$ cat src/hdl/fdst_addr_gen.sv
// Shared address adder and end-of-table compare for sweeps and multiple walks.
module fdst_addr_gen #(
    parameter int MAX_VALUE = 4095,
    parameter int M_W       = 13
) (
    input  logic [M_W-1:0] base,
    input  logic [M_W-1:0] step,
    output logic [M_W-1:0] sum,
    output logic           past_end
);
    localparam logic [M_W-1:0] LIMIT = M_W'(MAX_VALUE);

    assign sum      = base + step;
    assign past_end = (sum > LIMIT);
endmodule

$ cat config.mk
export PLATFORM = sky130hd
export DESIGN_NAME = fdst_addr_gen
export DESIGN_NICKNAME = d
export VERILOG_FILES = /design/src/hdl/fdst_addr_gen.sv
export SDC_FILE = /design/constraint.sdc
export NUM_CORES = 1
export LEC_CHECK = 0
export BUFFER_PORTS_ARGS = -buffer_cell sky130_fd_sc_hd__buf_2
export CAP_MARGIN = 15
export CORE_MARGIN = 2
export CORE_UTILIZATION = 40
export DETAILED_ROUTE_END_ITERATION = 8
export GPL_TIMING_DRIVEN = 0
export PLACE_DENSITY_LB_ADDON = 0.08
export SLEW_MARGIN = 20
export SYNTH_ARGS = -nofsm -noshare
export SYNTH_HDL_FRONTEND = slang
export SYNTH_SLANG_ARGS = --single-unit
$ cat constraint.sdc
create_clock -name vclk -period 3.7
set_clock_uncertainty 0.05 [all_clocks]
set_input_delay 0.925 -clock vclk [all_inputs]
set_output_delay 0.925 -clock vclk [all_outputs]
set_load 0.03 [all_outputs]
Word level (Yosys, flattened, before mapping)
Index checks and enable logic that the tools add are counted.
- magnitude comparators: 1
- add/subtract/negate cells: 1
- operator list (kind ; count):
    adder 13 bit ; 1
    > comparator 13 x 12 -> 1 bit (second input constant) ; 1
- register bits: 0
- output and inout port bits: 14
- bits of input ports: 26
- word-level logic and storage cells: 2

Depth between registers and ports, before layout
Gate-level depths: netlist (run 1).
- depth in word-level cells: 2
- depth in mapped cells: 8
- gate-level depth less buffers: 8

Worst setup path after synthesis (run 1)
No wires, ideal clock.
- path kind: input to output
- from: input port base[0]
- to: output port past_end
- data required time: 2.725 ns
- stages: 8
- buffers on the path: 0
- setup slack: 0.043 ns
- data arrival time: 2.682 ns
- cells stage by stage: ha_1 -> fa_1 -> a21oi_1 -> o21ai_1 -> a21oi_2 -> o31ai_4 -> o31ai_4 -> xnor2_1
- word-level cells in the longest chain between the ends: 2
- ends and longest elaborated chain (what ; line ; source):
    start, declared ; 6 ; input logic [M_W-1:0] base,
    adder 13 bit ; 13 ; assign sum = base + step;
    > comparator 13 x 12 -> 1 bit ; 14 ; assign past_end = (sum > LIMIT);
    end, declared ; 9 ; output logic past_end
Every way passes these cells.

Worst setup path in the final report (run 1)
- from: input port step[0]
- to: output port sum[8]
- word-level cells in the longest chain between the ends: 1
- ends and longest elaborated chain (what ; line ; source):
    start, declared ; 7 ; input logic [M_W-1:0] step,
    adder 13 bit ; 13 ;
    end, declared ; 8 ; output logic [M_W-1:0] sum,
Every way passes these cells.

==> results summary, run 1 <==
The cell area after synthesis came out at 547 sq um. The power share of the clock group came out at 0%. The fraction of layout instances using a drive strength above 1 is 54.2%. Summing over every cut layer, the via total after detailed routing is 602.

After legalization and detailed placement, the total HPWL measured 968 um. After detailed routing, the number of remaining DRC violations is 0. The post-detailed-route count of antenna-violating nets is 0. The signal on the critical path passes through buf_6 > ha_4 > fa_2 > a21oi_2 > o21ai_2 > a21oi_2 > buf_4 > o21bai_1 > a21oi_1 > xnor2_1 > buf_4.

The final critical path time including I/O delays and setup came out at 3670 ps. The worst-case IR drop observed on VDD is 0.000135 V. The area taken by flip-flops and latches is 0 sq um. The top-level I/O count came out at 40. By startpoint and endpoint, the worst setup path is classified as input port to output pin. The setup slack after placement came out at -178 ps.

The cell count of the worst hold path is 3. Routability-driven placement finished with a final weighted congestion of 0.616. The number of nets produced by synthesis is 101. In the finished layout, the clock tree contains a buffer count of 0. The die outline height came out at 41.0 um. The pin count of the biggest net entering global routing came out at 7.

Summed over all failing endpoints, the final setup total negative slack is 0 ps. The design has 0 sequential cells. The global-route total usage across every layer came out at 15.4%. The worst hold path terminates at sum[0]. The top fanout value on the critical path came out at 2. The mean cell area of the mapped netlist came out at 8.82 sq um.

The layout overhead on the synthesized area is 55.1%. The number of nets in the layout came out at 148. The sequential share of the synthesized area came out at 0%. The instance count of the mapped netlist is 62. The core region is 1280 sq um. The post-layout worst setup margin came out at 33.2 ps. The top-area cell type share of the netlist area came out at 27.5%. The global-route wire length before repair is 1840 um. During synthesis, Yosys emitted a total of 0 warnings. The die covers 1680 sq um.

The largest individual stage delay along the critical path comes from the cell sky130_fd_sc_hd__fa_2. The final number of max-transition violations came to 0. The number of distinct library cell variants in the gate-level netlist after synthesis is 23.

The power density of the placed cells came out at 271 nW/um^2. The leakage component of the power is 0.425 nW. The switching component of the power is 137 uW. The via count of the first global-routing pass came out at 449. The instance area at placement is 766 sq um.

The share of power burned in combinational logic came out at 100.0%. The transition time at the pin with the least slew margin came out at 329 ps. The flow ran to the end, and the final reports show no timing, DRC or antenna violations. The max-slew headroom at the worst pin is 77.8%. The sequential power share is 0%. The post-layout total power came out at 230 uW. The overflow left after global routing came out at 0. The initial standard-cell utilization of the core is 42.6%. The post-route standard cell area excluding fillers is 848 sq um. The share of total power consumed by net switching came out at 59.5%.

The final hold violation count came out at 0. By area the synthesized netlist is led by sky130_fd_sc_hd__ha_1 27%, sky130_fd_sc_hd__xnor2_1 14%, sky130_fd_sc_hd__o31ai_4 7.8%, sky130_fd_sc_hd__a21oi_2 6.4%, sky130_fd_sc_hd__xor2_1 6.4%. The setup-violating endpoint count in the final report came out at 0.

The sort of element at the end of the critical path is an output pin. The worst setup path is launched from an input port. Setup repair after global routing could not meet its margin everywhere. In the finished design, the share of the clock period the worst path needs comes to 99.1%. Summed over all instances, the cell type with the most area after synthesis is sky130_fd_sc_hd__ha_1. The internal power contribution is 93.1 uW.

The number of antenna diodes came out at 0. The tool flagged a number of max-cap violations equal to 0. The required time at the endpoint of the critical path came out at 2720 ps. The number of design-rule violations left by the first detailed-router iteration came out at 2. The mean routed wirelength per cell is 10.0 um. In this run the most critical hold path is launched from base[0]. The final layout contains routed wiring with a total length of 1220 um. The floorplan has 13 rows. The largest single stage delay on the critical path is 350 ps. The initial antenna violation count came out at 0. The die extent in x came out at 41.0 um. The post-detailed-route via-to-cell ratio is 4.93. The count of buffers added on input and output ports is 40.

The class of the most critical hold timing path is input port to output pin. The first detailed-routing pass ran for 2 iterations. The highest clock rate came out at 0.273 GHz. The worst endpoint data arrival time is 2690 ps.
==> critical path, delay by kind of cell <==
kind | cells | cell delay (ps)
xor gates and xnor gates | 1 | 140
buffers and inverters | 3 | 430
adders and majority gates | 2 | 500
AOI/OAI and AO/OA | 5 | 700
==> timing repair <==
| item | 4_1_cts | 5_1_grt |
|---|---|---|
| pin swaps | 9 | 9 |
| hold buffers | 0 | 0 |
| buffers inserted | 4 | 1 |
| gates resized for setup | 9 | 3 |
| endpoints found under the setup margin | 4 | 3 |
==> per-layer routing <==
| metal | global-route usage (%) | wire length, um | up-vias |
|---|---|---|---|
| met5 | 0 | 0 | - |
| met4 | 0 | 0 | 0 |
| met3 | 0 | 74 | 0 |
| met2 | 30.1 | 654 | 21 |
| met1 | 19.6 | 492 | 260 |
| li1 | - | - | 321 |
==> Yosys cell counts <==
cell type	n
sky130_fd_sc_hd__o21ai_1	2
sky130_fd_sc_hd__nand2b_1	1
sky130_fd_sc_hd__o2111ai_1	1
sky130_fd_sc_hd__xnor2_1	9
sky130_fd_sc_hd__a31oi_1	1
sky130_fd_sc_hd__o21ai_0	1
sky130_fd_sc_hd__nor3b_2	1
sky130_fd_sc_hd__o31ai_4	2
sky130_fd_sc_hd__nor2b_1	1
sky130_fd_sc_hd__a21oi_2	4
sky130_fd_sc_hd__nor2_2	1
sky130_fd_sc_hd__nand3_1	1
sky130_fd_sc_hd__o21bai_1	2
sky130_fd_sc_hd__a211oi_1	2
sky130_fd_sc_hd__a21o_1	3
sky130_fd_sc_hd__a21oi_1	4
sky130_fd_sc_hd__fa_1	1
sky130_fd_sc_hd__xor2_1	4
sky130_fd_sc_hd__ha_1	12
sky130_fd_sc_hd__inv_1	2
sky130_fd_sc_hd__a21oi_4	1
sky130_fd_sc_hd__nor2_1	4
sky130_fd_sc_hd__nand2_1	2
==> layout by cell type, fill, tap and decap left out, drive strengths merged <==
master   netlist  layout
a211oi         2       2
a21o           3       3
a21oi          9       9
a31oi          1       1
buf            0      45
fa             1       1
ha            12      12
inv            2       2
nand2          2       2
nand2b         1       1
nand3          1       1
nor2           5       5
nor2b          1       1
nor3b          1       1
o2111ai        1       1
o21ai          3       3
o21bai         2       2
o31ai          2       2
xnor2          9       9
xor2           4       4
==> cell families after synthesis <==
family / Yosys count / share of synthesized area, %
AO/OA/AOI/OAI: 23 / 35.9
XOR/XNOR: 13 / 20.8
adder cells (fa/ha/maj): 13 / 31.1
buffers and inverters: 2 / 1.37
AND/OR/NAND/NOR: 11 / 10.8
==> area by class of cell <==
type,instances,area [sq um]
fill,126,437
inverter,2,7.51
multi-input combinational,60,562
tap,15,18.8
timing repair buffer,45,260
==> metrics by stage <==
step	hold slack [ps]	cells	util [%]
floorplan	2060	62	-
global placement	2160	117	59.6
detailed placement	2170	117	59.6
CTS	2160	121	64.9
global route	2170	122	66.0
finish	2160	122	66.0
==> how the worst max path moves through the flow <==
| stage | cells past startpoint | from | end |
|---|---|---|---|
| finish | 11 | step[0] | sum[8] |
| detailed placement | 10 | base[0] | past_end |
| CTS | 10 | step[0] | past_end |
| global placement | 10 | base[0] | past_end |
| global route | 11 | step[0] | sum[8] |
| floorplan | 8 | base[0] | past_end |
==> power by group through the flow <==
| stage | clock network [mW] | registers, mW | logic, mW |
|---|---|---|---|
| 2_1_floorplan | 0 | 0 | 0.160 |
| 3_3_place_gp | 0 | 0 | 0.210 |
| 3_5_place_dp | 0 | 0 | 0.211 |
| 4_1_cts | 0 | 0 | 0.227 |
| 5_1_grt | 0 | 0 | 0.251 |
| 6_report | 0 | 0 | 0.230 |
Note: power is estimated with default switching activity, not from simulation.
==> run 2: changes to the inputs <==
BUFFER_PORTS_ARGS = not set   (was -buffer_cell sky130_fd_sc_hd__buf_2)
DONT_BUFFER_PORTS = 1   (was not set)
==> results summary, run 2 (synthesis gave the netlist of run 1 again) <==
The run finished with clean final reports. The post-layout total power came out at 207 uW. The setup slack after placement came out at -106 ps. The area taken by flip-flops and latches is 0 sq um. The mean routed wirelength per cell came out at 13.0 um. The number of sequential storage elements is 0. For this design the top-level I/O count stands at 40. The startpoint identified for the worst hold timing path is step[0]. The final hold violation count came to 0.

The post-detailed-route count of antenna-violating nets is 0. The worst-case hold slack is 2060 ps. The wire length after detailed routing came out at 1030 um. The worst pin sits at a relative slew slack of 50.0%. The cell count of the worst hold path is 1.

The number of buffer and inverter instances along the worst setup path came out at 1. The number of buffers inserted by port buffering came out at 0. The max-capacitance violation count came out at 0.

In the layout the commonest cells are 12 x sky130_fd_sc_hd__ha_1, 4 x sky130_fd_sc_hd__a21oi_2, 4 x sky130_fd_sc_hd__nor2_1, 4 x sky130_fd_sc_hd__xor2_1, 4 x sky130_fd_sc_hd__xnor2_1. The half-perimeter wire length after detailed placement is 848 um. The initial antenna violation count is 0. Walking the worst path, the cells encountered are ha_1 > fa_2 > a21oi_2 > o21ai_2 > a21oi_4 > o31ai_4 > o31ai_4 > buf_12 > xnor2_4. The initial standard-cell utilization of the core is 42.6%. At the end of the flow, the number of nets in the layout was 105. The die outline height came out at 41.0 um. After the first detailed-routing iteration, the DRC count stood at 0. The largest single stage delay on the critical path is 360 ps. The fraction of met3 tracks used by global routing came out at 0%.

The worst min-delay path endpoint is sum[0]. The number of antenna diodes is 0. In this run the worst hold path is classified as input port to output pin. The met2 routing resource usage after global routing is 23.4%. The total die area came out at 1680 sq um. The overflow left after global routing is 0. The layout overhead on the synthesized area came out at 22.7%. The required time at the endpoint of the critical path came out at 2720 ps. The final number of max-transition violations came out at 0. The final critical path time including I/O delays and setup is 3600 ps. The final route contains 467 vias. The kind of start point of the critical path is an input port. The number of detailed-routing iterations run before antenna repair came out at 1. The sort of element at the end of the critical path is an output pin.

The global-route total usage across every layer came out at 12.0%. For this run, design rule violations remaining after detail routing come to 0. The met1 capacity usage during global routing came out at 15.1%. Among the stages of the critical path, the cell type that occurs most often is sky130_fd_sc_hd__o31ai_4. The pin count of the biggest net entering global routing came out at 7.

On the critical path the largest part of the delay comes from compound AO/OA/AOI/OAI gates. The leakage component of the power came out at 0.285 nW. The global routing stage identified its most utilized layer as met2. The die extent in x is 41.0 um. The via count of the first global-routing pass is 358.

The number of cell rows is 13. The critical path is of the input port to output pin type. The library cell used most frequently in the layout, excluding fill and tap cells, is sky130_fd_sc_hd__ha_1. Cells with a size suffix above 1 make up 29.7% of the layout.

The slowest stage of the critical path is the sky130_fd_sc_hd__fa_2 cell. Setup repair after global routing left no endpoint under its margin. The setup-violating endpoint count in the final report is 0. The layout clock buffer count came out at 0. The global-route wire length before repair came out at 1410 um. At the end of the flow the core is filled with cells to 52.2%. Data on the critical path arrives at its endpoint at 2620 ps.

In the final timing run, aggregate negative setup slack is 0 ps. The power density of the placed cells came out at 308 nW/um^2. The transition time at the pin with the least slew margin is 747 ps. The highest clock rate came out at 0.278 GHz.

The top fanout value on the critical path came out at 3. The area of the core came out at 1280 sq um. The hold-fix buffer count after cts is 0. The post-layout worst setup margin is 103 ps. The post-detailed-route via-to-cell ratio came out at 5.91. The worst vdd rail ir drop is 0.000117 V. The share of the cycle needed by the critical path after routing came out at 97.2%. The last weighted congestion value of the routability-driven placer came out at 0.604.
## run 2: cell count changes in the layout (fill, tap and decap cells not counted), sizes merged
cell / before / now
buf: 45 / 2
## run 2: power by group
group,switching (mW),internal (mW)
combinational,0.134,0.0725
sequential,0,0
clock,0,0
total,0.134,0.0725
## run 2: stage by stage
stage | cell area (sq um) | instances
6_report | 671 | 79
2_1_floorplan | 547 | 62
3_3_place_gp | 566 | 77
5_1_grt | 671 | 79
4_1_cts | 637 | 79
3_5_place_dp | 566 | 77
## run 2: how the worst max path moves through the flow
stage / from / to / cells after the start
2_1_floorplan: base[0] / past_end / 8
3_3_place_gp: base[0] / sum[12] / 8
3_5_place_dp: base[0] / past_end / 8
4_1_cts: base[0] / past_end / 9
5_1_grt: base[0] / past_end / 9
6_report: base[0] / past_end / 9
## run 2: timing repair
| action | 4_1_cts | 5_1_grt |
|---|---|---|
| setup buffers | 2 | 0 |
| pin swaps | 2 | 3 |
| endpoints found under the setup margin | 4 | 5 |
| gates resized for setup | 6 | 5 |
| endpoints found under the hold margin | 0 | 0 |
| gates cloned | 0 | 0 |
## run 2: layer usage
| metal | up-vias | part of all wire [%] |
|---|---|---|
| li1 | 237 | - |
| met1 | 209 | 42 |
| met2 | 21 | 50 |
| met3 | 0 | 7.3 |
| met4 | 0 | 0 |
| met5 | - | 0 |
## run 2: final cells by class
cell class / instances / area (sq um)
fill: 130 / 614
inverter: 2 / 7.51
multi-input combinational: 60 / 617
tap: 15 / 18.8
timing repair buffer: 2 / 27.5
==> run 3: changes to the inputs <==
ABC_AREA = 1   (was not set)
==> results summary, run 3 <==
The last weighted congestion value of the routability-driven placer came out at 0.795. The total of cells resized after clock tree synthesis came out at 0. The commonest cells after synthesis are 59 x sky130_fd_sc_hd__nand2_1, 28 x sky130_fd_sc_hd__inv_1, 12 x sky130_fd_sc_hd__ha_1.

In the post-synthesis netlist, the cell with the most instances is sky130_fd_sc_hd__nand2_1. The final critical path time including I/O delays and setup came out at 3440 ps. The max-capacitance violation count came out at 0. For this block, the initial DRC count from the detailed router was 16.

The total area inside the core boundary comes to 1710 sq um. From left edge to right edge, the die measures 46.3 um. The top-level I/O count came out at 40. The transition time at the pin with the least slew margin is 649 ps. The number of nets in the layout came out at 177. The count of vias placed by the detailed router came out at 752. The sort of element at the end of the critical path is an output pin.

The highest clock rate came out at 0.291 GHz. Grouping stages by cell kind, the critical path spends the most delay in adder cells. Summing all non-filler instances in the final layout gives an area of 746 sq um. The leakage component of the power came out at 0.496 nW. The worst vdd rail ir drop is 0.0000866 V.

The worst endpoint data arrival time came out at 2460 ps. The Yosys warning count is 0. The worst path uses 92.8% of the clock period. The worst setup path is launched from an input port. Before antenna repair, the detailed router went through 4 iterations. The area taken by flip-flops and latches is 0 sq um. Leaving out fill and tap cells, the most frequent cells in the layout are 59 x sky130_fd_sc_hd__nand2_1, 28 x sky130_fd_sc_hd__inv_1, 12 x sky130_fd_sc_hd__ha_1, 10 x sky130_fd_sc_hd__nand3_1, 8 x sky130_fd_sc_hd__xor2_1. The number of buffers inserted by port buffering came out at 0. Walking the worst path, the cells encountered are ha_1 > fa_1 > nand3_1 > nand3_2 > nand2_1 > nand2_1 > xor2_1. The setup-violating endpoint count in the final report is 0. Setup repair after global routing left no endpoint under its margin.

The worst pin sits at a relative slew slack of 56.6%. The die outline height came out at 46.3 um. After detailed routing, the number of remaining DRC violations is 0.

The mean routed wirelength per cell came out at 9.06 um. The path class of the tightest hold or removal check is input port to output pin. The fraction of layout instances using a drive strength above 1 came out at 2.21%. The overflow left after global routing came out at 0.

The final number of max-transition violations came out at 0. The flow ran to the end, and the final reports show no timing, DRC or antenna violations. The delay of the slowest critical-path stage is 500 ps.

Hold timing on the final database bottoms out at a slack of 2060 ps. The total negative slack for setup checks came out at 0 ps. The required time at the endpoint of the critical path came out at 2720 ps. For this configuration, the core starts out at a cell density of 41.8%. The number of antenna diodes in the final layout is 0. The mean cell area of the mapped netlist came out at 5.25 sq um. The total of fill cells in the finished design is 208. The initial antenna violation count came out at 0. Summing every instance area after synthesis gives 714 sq um. Leaving out fill and tap cells, the most frequent cell in the layout is sky130_fd_sc_hd__nand2_1. The via count of the first global-routing pass came out at 581. The instance area at placement came out at 746 sq um.

The critical path is of the input port to output pin type. The number of sequential storage elements came out at 0. The top-area cell type share of the netlist area came out at 31.0%.

After synthesis, the cell types taking the most area are sky130_fd_sc_hd__nand2_1 31%, sky130_fd_sc_hd__ha_1 21%, sky130_fd_sc_hd__inv_1 15%, sky130_fd_sc_hd__xor2_1 9.8%, sky130_fd_sc_hd__nand3_1 7.0%. The pin count of the biggest net entering global routing came out at 7. The half-perimeter wire length after detailed placement is 1360 um. The top fanout value on the critical path is 4.

The total die area came out at 2140 sq um. The layout clock buffer count came out at 0. For this run, the total global-route usage over all layers was measured as 14.4%.

The sequential share of the synthesized area is 0%. The wire length after detailed routing is 1460 um. The total setup buffers inserted after CTS came out at 0.

Together, buffers and inverters on the worst path number 0. The number of cell rows is 15. The instance count of the mapped netlist is 136.

The synthesized netlist contains 11 unique library cells. The hold-fix buffer count after cts came out at 0. By instance count, the cell type seen most on the critical path is sky130_fd_sc_hd__nand2_1. The global-route wire length before repair is 2370 um.

The post-detailed-route count of antenna-violating nets is 0. For this design, the slowest cell found on the critical path is sky130_fd_sc_hd__xor2_1. The biggest area contributor in the post-synthesis netlist is sky130_fd_sc_hd__nand2_1. The number of nets produced by synthesis is 175. The layout overhead on the synthesized area came out at 4.38%. The final hold violation count is 0.

The power density of the placed cells came out at 228 nW/um^2. After detailed routing, the number of vias per cell comes to 4.67.
[run 3: changes by cell type in the layout (fill, tap and decap cells not counted), sizes merged, moves of 4 or more]
cell	change
a21oi	-5
inv	+26
nand2	+57
nand3	+11
nand4	+4
xnor2	-9
xor2	+4
[run 3: path summary, 6_finish.rpt]
path | from | endpoint | slack [ps] | depth (start not counted)
worst min-delay path | step[0] | sum[0] | 2060 | 1
worst max-delay path | base[0] | sum[8] | 260 | 7
[run 3: routing by layer]
layer / share of wire (%) / global-route usage, % / wire [um] / up-vias
li1: - / - / - / 424
met1: 51 / 22.9 / 748 / 311
met2: 43 / 22.2 / 630 / 17
met3: 5.5 / 0.784 / 80 / 0
met4: 0 / 0 / 0 / 0
met5: 0 / 0 / 0 / -
[run 3: stage by stage]
step	setup WS, ps	instances	utilization [%]	power (mW)
global route	153	161	43.7	0.190
detailed placement	255	161	43.7	0.172
global placement	256	161	43.7	0.170
floorplan	368	136	-	0.153
finish	265	161	43.7	0.170
CTS	255	161	43.7	0.172
[run 3: layout make-up]
cell class	count	area [sq um]	area share, %
multi-input cells	108	609	81.7
inverters	28	105	14.1
well taps	25	31.3	4.19
[run 3: cell families after synthesis]
family,count (synthesis),synth area share [%]
and+or+nand+nor,83,48.9
buffers and inverters,28,14.7
AOI/OAI and AO/OA,4,2.80
adders and majority gates,13,23.8
xor gates and xnor gates,8,9.81
[run 3: power breakdown]
| part | switching, mW | internal (mW) | total [mW] |
|---|---|---|---|
| Clock | 0 | 0 | 0 |
| Combinational | 0.127 | 0.0430 | 0.170 |
| Sequential | 0 | 0 | 0 |
| Total | 0.127 | 0.0430 | 0.170 |
